### config.mk
export PLATFORM = sky130hd
export DESIGN_NAME = continued_fraction_convergent
export DESIGN_NICKNAME = d
export VERILOG_FILES = /design/src/rtl/core/cfc_pkg.sv /design/src/rtl/core/cfc_ctrl.sv /design/src/rtl/core/cfc_datapath.sv /design/src/rtl/core/continued_fraction_convergent.sv
export SDC_FILE = /design/constraint.sdc
export NUM_CORES = 2
export LEC_CHECK = 0
export ABC_AREA = 1
export BUFFER_PORTS_ARGS = -buffer_cell sky130_fd_sc_hd__buf_2
export CAP_MARGIN = 40
export CORE_MARGIN = 4
export CORE_UTILIZATION = 28
export DETAILED_ROUTE_END_ITERATION = 12
export MAX_ROUTING_LAYER = met4
export SLEW_MARGIN = 20
export SYNTH_ARGS = -nofsm -noshare
export SYNTH_HDL_FRONTEND = slang
export SYNTH_SLANG_ARGS = --single-unit
### constraint.sdc
create_clock -name clock -period 5.8 [get_ports clock]
set_input_delay 0.58 -clock clock [delete_from_list [all_inputs] [get_ports clock]]
set_output_delay 0.58 -clock clock [all_outputs]
set_load 0.01 [all_outputs]
### src/rtl/core/cfc_pkg.sv
package cfc_pkg;

   localparam int unsigned DepthWidth = 6;
   localparam int unsigned ValueWidth = 64;
   localparam int unsigned TermWidth  = 9;
   localparam logic [DepthWidth-1:0] PiLastIndex = 6'd10;

   typedef enum logic {
      SEL_E  = 1'b0,
      SEL_PI = 1'b1
   } sel_type;

   typedef struct packed {
      logic                  command;
      logic [DepthWidth-1:0] depth;
   } req_type;

   typedef struct packed {
      logic [ValueWidth-1:0] numerator;
      logic [ValueWidth-1:0] denominator;
   } rsp_type;

   typedef enum logic [1:0] {
      ST_IDLE,
      ST_RUN,
      ST_DONE
   } state_type;

   typedef struct packed {
      logic load;
      logic step;
      logic capture;
   } ctl_cmd_type;

   typedef struct packed {
      logic done;
   } dp_status_type;

   // Partial quotients of pi, entries 0 through 10.
   function automatic logic [TermWidth-1:0] pi_term(input logic [3:0] idx);
      logic [TermWidth-1:0] t;
      case (idx)
         4'd0:    t = 9'd3;
         4'd1:    t = 9'd7;
         4'd2:    t = 9'd15;
         4'd3:    t = 9'd1;
         4'd4:    t = 9'd292;
         4'd5:    t = 9'd1;
         4'd6:    t = 9'd1;
         4'd7:    t = 9'd1;
         4'd8:    t = 9'd2;
         4'd9:    t = 9'd1;
         4'd10:   t = 9'd3;
         default: t = 9'd0;
      endcase
      return t;
   endfunction

endpackage

### src/rtl/core/cfc_ctrl.sv
module cfc_ctrl (
   input  logic                   clock,
   input  logic                   reset,
   input  logic                   req_valid,
   output logic                   req_ready,
   output logic                   rsp_valid,
   input  logic                   rsp_ready,
   input  cfc_pkg::dp_status_type status,
   output cfc_pkg::ctl_cmd_type   cmd
);
   import cfc_pkg::*;

   state_type state_ff, state_in;

   always_ff @(posedge clock) begin
      if (reset) begin
         state_ff <= ST_IDLE;
      end else begin
         state_ff <= state_in;
      end
   end

   always_comb begin
      state_in = state_ff;
      case (state_ff)
         ST_IDLE: begin
            if (req_valid) state_in = ST_RUN;
         end
         ST_RUN: begin
            if (status.done) state_in = ST_DONE;
         end
         ST_DONE: begin
            if (rsp_ready) state_in = ST_IDLE;
         end
         default: state_in = ST_IDLE;
      endcase
   end

   always_comb begin
      req_ready   = 1'b0;
      rsp_valid   = 1'b0;
      cmd         = '0;
      case (state_ff)
         ST_IDLE: begin
            req_ready = 1'b1;
            cmd.load  = req_valid;
         end
         ST_RUN: begin
            cmd.step    = !status.done;
            cmd.capture = status.done;
         end
         ST_DONE: begin
            rsp_valid = 1'b1;
         end
         default: begin
            req_ready = 1'b0;
         end
      endcase
   end

endmodule

### src/rtl/core/cfc_datapath.sv
module cfc_datapath #(
   parameter int unsigned MAX_DEPTH = 63
) (
   input  logic                   clock,
   input  cfc_pkg::req_type       req_data,
   input  cfc_pkg::ctl_cmd_type   cmd,
   output cfc_pkg::dp_status_type status,
   output cfc_pkg::rsp_type       rsp_data
);
   import cfc_pkg::*;

   logic [ValueWidth-1:0] pa_ff, pa_in, pb_ff, pb_in;
   logic [ValueWidth-1:0] qa_ff, qa_in, qb_ff, qb_in;
   logic [DepthWidth:0]   idx_ff, idx_in;
   logic [DepthWidth-1:0] lim_ff, lim_in;
   logic [1:0]            phase_ff, phase_in;
   logic [TermWidth-1:0]  even_ff, even_in;
   sel_type               sel_ff, sel_in;
   rsp_type               rsp_ff, rsp_in;

   logic [DepthWidth-1:0] depth_sat;
   logic [TermWidth-1:0]  term;
   logic [ValueWidth-1:0] pn, qn;

   always_comb begin
      if ({2'b00, req_data.depth} > 8'(MAX_DEPTH)) begin
         depth_sat = DepthWidth'(MAX_DEPTH);
      end else begin
         depth_sat = req_data.depth;
      end
   end

   // The e terms follow the index mod 3: every third step uses the next even number.
   always_comb begin
      if (sel_ff == SEL_PI) begin
         term = pi_term(idx_ff[3:0]);
      end else if (phase_ff == 2'd2) begin
         term = even_ff;
      end else begin
         term = 9'd1;
      end
   end

   assign pn = pb_ff * {{(ValueWidth-TermWidth){1'b0}}, term} + pa_ff;
   assign qn = qb_ff * {{(ValueWidth-TermWidth){1'b0}}, term} + qa_ff;

   always_comb begin
      pa_in    = pa_ff;
      pb_in    = pb_ff;
      qa_in    = qa_ff;
      qb_in    = qb_ff;
      idx_in   = idx_ff;
      lim_in   = lim_ff;
      phase_in = phase_ff;
      even_in  = even_ff;
      sel_in   = sel_ff;
      rsp_in   = rsp_ff;
      if (cmd.load) begin
         if (req_data.command) begin
            sel_in = SEL_PI;
            pa_in  = 64'd1;
            pb_in  = 64'd3;
            qa_in  = 64'd0;
            qb_in  = 64'd1;
            idx_in = 7'd1;
            lim_in = (depth_sat > PiLastIndex) ? PiLastIndex : depth_sat;
         end else begin
            sel_in = SEL_E;
            pa_in  = 64'd2;
            // Depth zero never steps, so the first convergent sits in pb directly.
            pb_in  = (depth_sat == '0) ? 64'd2 : 64'd3;
            qa_in  = 64'd1;
            qb_in  = 64'd1;
            idx_in = 7'd2;
            lim_in = depth_sat;
         end
         phase_in = 2'd2;
         even_in  = 9'd2;
      end else if (cmd.step) begin
         pa_in  = pb_ff;
         pb_in  = pn;
         qa_in  = qb_ff;
         qb_in  = qn;
         idx_in = idx_ff + 7'd1;
         if (phase_ff == 2'd2) begin
            phase_in = 2'd0;
            even_in  = even_ff + 9'd2;
         end else begin
            phase_in = phase_ff + 2'd1;
         end
      end
      if (cmd.capture) begin
         rsp_in.numerator   = pb_ff;
         rsp_in.denominator = qb_ff;
      end
   end

   always_ff @(posedge clock) begin
      pa_ff    <= pa_in;
      pb_ff    <= pb_in;
      qa_ff    <= qa_in;
      qb_ff    <= qb_in;
      idx_ff   <= idx_in;
      lim_ff   <= lim_in;
      phase_ff <= phase_in;
      even_ff  <= even_in;
      sel_ff   <= sel_in;
      rsp_ff   <= rsp_in;
   end

   // The index carries one extra bit so that it can pass a limit of 63.
   assign status.done = (idx_ff > {1'b0, lim_ff});
   assign rsp_data    = rsp_ff;

endmodule

### src/rtl/core/continued_fraction_convergent.sv
// Convergents of the simple continued fractions of e and pi.
// A request beat on req_ carries a selector (0 = e, 1 = pi) and a depth n;
// the block answers with one rsp_ beat holding the 64-bit numerator and
// denominator of the n-th convergent, both wrapping modulo 2^64.
// Depths above MAX_DEPTH saturate to it; pi depths above 10 give the
// depth-10 convergent.
// One recurrence step runs per cycle through a single 64 x 9 bit
// multiply-add pair. A request runs s steps, s = max(n - 1, 0) for e and
// min(n, 10) for pi, after which the result is captured into the output
// register and offered as the rsp_ beat.
// Requests are handled one at a time; req_ready is high only while the block
// is idle, so no new request is taken until the result beat is accepted.
// The result is held in an output register; while the receiver stalls,
// rsp_valid and rsp_data stay unchanged and no new request is taken.
// Synchronous reset returns the controller to idle and drops any pending
// result; the datapath needs no reset.
module continued_fraction_convergent #(
   parameter int unsigned MAX_DEPTH = 63
) (
   input  logic              clock,
   input  logic              reset,
   input  logic              req_valid,
   output logic              req_ready,
   input  cfc_pkg::req_type  req_data,
   output logic              rsp_valid,
   input  logic              rsp_ready,
   output cfc_pkg::rsp_type  rsp_data
);
   import cfc_pkg::*;

   ctl_cmd_type   cmd;
   dp_status_type status;

   cfc_ctrl u_ctrl (
      .clock     (clock),
      .reset     (reset),
      .req_valid (req_valid),
      .req_ready (req_ready),
      .rsp_valid (rsp_valid),
      .rsp_ready (rsp_ready),
      .status    (status),
      .cmd       (cmd)
   );

   cfc_datapath #(
      .MAX_DEPTH (MAX_DEPTH)
   ) u_datapath (
      .clock    (clock),
      .req_data (req_data),
      .cmd      (cmd),
      .status   (status),
      .rsp_data (rsp_data)
   );

endmodule

### Word level (Yosys, flattened, before mapping)

Memory sizes are Yosys's and may differ from the RTL's. A register that Yosys moved wholly into a read port is not among the register bits.
Index checks and enable logic that the tools add are counted.

* multipliers: 2
* eq/ne operators: 6
* magnitude comparators: 2
* multiplexer cells: 28
* reduce and logical (&&, ||, !) cells: 6
* $add $sub $neg: 5

Operators with widths (count)
* $mux W64: 7
* $add A64 B64 Y64: 2
* $mul A64 B9 Y64: 2
* $mux W9: 2
* $mux W2: 7
* $mux W7: 2
* $mux W6: 2
* $add A9 B2 Y9 const B: 1
* $add A7 B1 Y7 const B: 1
* $gt A7 B6 Y1: 1
* $gt A6 B4 Y1 const B: 1
* $logic_not A6 Y1: 1
* $mux W1: 6
* $pmux W2 S3: 1
* $eq A2 B2 Y1 const B: 2
* $mux W4: 1
* $ne A2 B2 Y1 const B: 2
* $reduce_and A3 Y1: 1
* $add A2 B1 Y2 const B: 1
* $eq A2 B1 Y1 const B: 1
* $logic_not A2 Y1: 1
* $ne A2 B1 Y1 const B: 1
* $reduce_and A2 Y1: 1
* $reduce_bool A2 Y1: 1
* $logic_not A1 Y1: 1

* bits of input ports: 11
* bits in registers: 411
* ROM bits: 96
* output and inout bits: 130
* memories: 1

Memory list
* (no name shown): depth 16, bits a word 6, read ports 1, clocked after memory_dff 1, write ports 0, line cfc_pkg.sv:42 `case (idx)`

### Depth between registers and ports, before layout

* depth in word-level cells: 7
* depth in mapped cells: 35
* mapped depth without buffers: 33

### Hierarchy

A second synthesis with hierarchy kept.

* cell total of the unflattened synthesis: 5909
* area total of the unflattened synthesis: 50479.7 um2

By module, submodules not included
* cfc_datapath: times used 1, area each 50369.6 um2, cells an instance 5893, seq. area each 11511.0 um2
* cfc_ctrl: times used 1, area each 110.1 um2, cells an instance 16, seq. area each 40.0 um2

### Least setup slack after synthesis

No wires, ideal clock.

* kind: reg2reg
* start point: reg u_datapath.idx_ff[2]
* end point: reg u_datapath.idx_ff[0] (enable)
* slack: -0.459 ns
* buffers on the path: 1
* cell stages (with the launch flop): 10
* setup time: 1.590 ns
* data required time: 4.210 ns
* data arrival time: 4.669 ns
* cell sequence: edfxtp_1 ha_1 inv_1 o31ai_1 nand4_1 nand2_1 a21oi_1 nand2_1 buf_2 nand2_1

* word-level cells in the longest chain between the ends: 4

RTL lines
* start, declared: line cfc_datapath.sv:14 `logic [DepthWidth:0] idx_ff, idx_in;`
* start signal, assigned: line cfc_datapath.sv:103 `idx_ff <= idx_in;`
* $gt A7 B6 Y1: line cfc_datapath.sv:112 `assign status.done = (idx_ff > {1'b0, lim_ff});`
* $logic_not A1 Y1: line cfc_ctrl.sv:49 `cmd.step = !status.done;`
* $mux W2: line cfc_ctrl.sv:43 `case (state_ff)`
* $reduce_bool A2 Y1 (no line)

No other way between the ends.
A chain may end at the register's enable or synchronous reset.

==> impl_metrics.csv <==
group,metric,value,unit
run_status,status,"complete, but fails checks",
run_status,violations,"negative setup slack",
power,p_comb_frac,0.792,
synthesis,yosysSeqAreaShare,0.229,
synthesis,yosysTopAreaCellShare,0.366,
layout,stdcell_count,9250,
synthesis,synth.distinct_cells,48,
sta,fin_ws,-0.437,ns
clock_network,clkLatencyLatePin,0.73,ns
synthesis,syn-cell-area,50500,sq um
synthesis,synth_area_leaders,"fa_1 37%, edfxtp_1 20%, inv_1 9.8%",
setup_path,endpoint_kind,"register",
flow_run,cap_viol_max_count,0,
routing,avgRoutedWirePerCell,19.1,um
synthesis,avgSynthCellArea,8.50,sq um
sta,finClkSkew,0.0578,ns
power,leakagePower,32.1,nW
global_route,first_global_vias,46500,
synthesis,synthFlopType,"edfxtp_1",
sta,rsz0062_at_grt,"true",
synthesis,synth_top_area_cell,"fa_1",
power,swShare,0.497,
layout,fin_area,67400,sq um
synthesis,yosysWarnings,0,
setup_path,crit_path_max_fanout,14,
sta,period_needed,6.24,ns
min_path,hold_class,"in -> reg",
sta,finalSetupTns,-21.33,ns
sta,max_freq,160,MHz
power,p_seq_frac,0.121,
global_route,antenna_found_initial,1,
power,p_int,0.0220,W
routing,drt-total-wl,177000,um
sta,relSlewSlack,0.483,
floorplan,pin_count,141,
placed_design,post-place-cells,9000,
sta,period_share,1.08,
power,p_clk_frac,0.087,
placed_design,gp_congestion,0.968,
clock_network,clkSlewWorstSetupHoldPaths,0.06,ns
setup_path,critical_path_class,"reg -> reg",
synthesis,ys_seq_elements,410,
global_route,grtUsageTotal,0.189,
sta,worst_pin_slew,0.775,ns
synthesis,synth_edf_count,334,
sta,drv_slew,0,
placed_design,placed_area,59500,sq um
setup_path,arrival,6.65,ns
clock_network,htree_levels,2,
layout,drive_gt1_frac,0.265,
setup_path,startpoint_type,"register",
floorplan,start_util,0.282,
setup_path,cp.required,6.21,ns
clock_network,cts_tree,"yes",
power,vdd_ir_drop_max,0.000530,V
clock_network,cts_sinks,410,
layout,postLayoutCoreUtil,0.377,
floorplan,core-area,179000,sq um
global_route,grt-ovfl-total,0,
clock_network,clock_path_buffers,3,
global_route,grt_max_degree,92,
power,total_power,0.0438,W
power,powerDensity,650,nW/um^2
layout,nets,7947,
clock_network,cts_buffers,59,
routing,drt_first_pass_iters,5,
placed_design,portBuffers,140,
routing,num_vias,43300,
global_route,grt_first_pass_wirelength,268000,um
sta,hold_viol,0,
routing,drc,0,
clock_network,clockRootBuffer,"clkbuf_16",
synthesis,async_reset_ff_frac,0,
synthesis,syn-instance-count,5947,
floorplan,dieArea,187000,sq um
layout,area_growth_syn_to_layout,33.3,%
routing,drt_iter0_markers,3142,
placed_design,hpwl,132000,um
synthesis,synth_nets,7051,
floorplan,row_count,155,
routing,viasPerCell,4.68,
sta,setup_viol,96,
routing,route.antenna.remaining_nets,0,
power,p_sw,0.0218,W
floorplan,die_w,433,um
floorplan,die_y,433,um
-- layout make-up --
class                   count  area [sq um]
diodes                      2          5.00
clock inverters            34           395
flip-flops and latches    410         11600
well taps                2355          2950
repair inverters            1          30.0
repair buffers            981          8490
multi-input cells        4062         37300
clock buffers              77          1610
inverters                1328          5030
fillers                 17900        112000
-- critical path: stages (launching register included) --
cell	delay, ns
edfxtp_1	0.43
ha_2	0.21
inv_2	0.08
ha_4	0.14
nand2_4	0.05
nand3_4	0.15
buf_12	0.16
buf_16	0.18
nand2_1	0.09
fa_1	0.51
inv_1	0.06
fa_1	0.49
fa_1	0.47
fa_1	0.55
inv_1	0.05
fa_1	0.48
inv_1	0.04
ha_1	0.30
a21oi_1	0.23
o21ai_0	0.26
o21bai_1	0.26
a21oi_1	0.14
o21ai_0	0.12
a21oi_2	0.20
xor2_1	0.22
nor2_1	0.06
-- cells in the mapped netlist (24+ instances only) --
cell type	instances
a21oi_1	250
fa_1	924
inv_1	1315
o21ai_0	181
ha_1	169
nand4_1	30
buf_1	32
edfxtp_1	334
clkbuf_1	111
nand3_1	162
dfxtp_1	76
xnor2_1	24
nand2_1	981
nor2_1	1120
-- power by group through the flow --
stage	Combinational [W]	Clock (W)	Sequential (W)
after global routing	0.0380	0.00401	0.00539
after detailed placement	0.0279	0	0.00536
final	0.0347	0.00382	0.00531
after floorplan	0.0154	0	0.00512
after CTS	0.0321	0.00392	0.00532
after global placement	0.0277	0	0.00536
-- state kept, by name (all words and copies together), names as in the netlist, 6 cells and up --
name	flops
u_datapath.rsp_data	128
u_datapath.pa_ff	64
u_datapath.pb_ff	64
u_datapath.qa_ff	64
u_datapath.qb_ff	64
u_datapath.even_ff	8
u_datapath.idx_ff	7
u_datapath.lim_ff	6
-- worst paths after layout --
| kind | start | end | slack (ns) | depth (start not counted) |
|---|---|---|---|---|
| max | u_datapath.idx_ff[1]$_DFFE_PP_ | u_datapath.pb_ff[53]$_SDFFCE_PP0P_ | -0.44 | 25 |
| min | reset | u_ctrl.state_ff[1]$_SDFFE_PP0P_ | 0.07 | 2 |
| max reg2reg | u_datapath.idx_ff[1]$_DFFE_PP_ | u_datapath.pb_ff[53]$_SDFFCE_PP0P_ | -0.44 | 25 |
| min reg2reg | u_datapath.qb_ff[15]$_SDFFE_PP0P_ | u_datapath.rsp_data[15]$_DFFE_PP_ | 0.53 | 0 |
-- per-layer routing --
layer | routed length (um) | global-route usage
met1 | 73000 | 0.236
met2 | 88100 | 0.323
met3 | 9470 | 0.0231
met4 | 6010 | 0.0543
met5 | 0 | -
-- cell usage in the layout, fill, tap and decap left out, types with 46 or more instances in the layout --
cell type | netlist | layout
fa_1 | 924 | 896
nand2_2 | 4 | 97
ha_4 | 0 | 87
a21oi_2 | 0 | 85
dfxtp_1 | 76 | 76
nand3_1 | 162 | 123
clkbuf_16 | 0 | 68
buf_6 | 0 | 46
o21ai_1 | 8 | 63
a21oi_1 | 250 | 139
o21ai_0 | 181 | 86
ha_1 | 169 | 73
nand2_1 | 981 | 841
nor2_1 | 1120 | 963
buf_4 | 1 | 710
inv_1 | 1315 | 1265
inv_2 | 8 | 53
edfxtp_1 | 334 | 334
nor2_2 | 2 | 118
buf_2 | 4 | 140
-- metrics by stage --
stage	worst slack (ns)	hold slack, ns
final	-0.437	0.0662
after global routing	-0.635	0.0453
after CTS	-0.484	0.0219
after detailed placement	-0.995	0.525
after global placement	-0.927	0.524
after floorplan	0.0179	0.406
-- cell families (layout without fill, tap and decap cells) --
family	Yosys count	in the layout	share of synthesized area
other	0	2	0
AO/OA/AOI/OAI	547	547	0.0595
AND/OR/NAND/NOR	2375	2376	0.186
XOR/XNOR	46	46	0.00797
buffers and inverters	1476	2421	0.110
flip-flops	410	410	0.229
adder cells (fa/ha/maj)	1093	1093	0.408
-- what timing repair did --
item                                    in CTS  in global routing
resized for setup                          415                628
hold buffers                                 0                  0
buffers inserted                            42                 67
endpoints found under the setup margin     106                112
pin swaps                                   64                216
cloned                                      17                 11
Note: power is estimated with default switching activity, not from simulation.
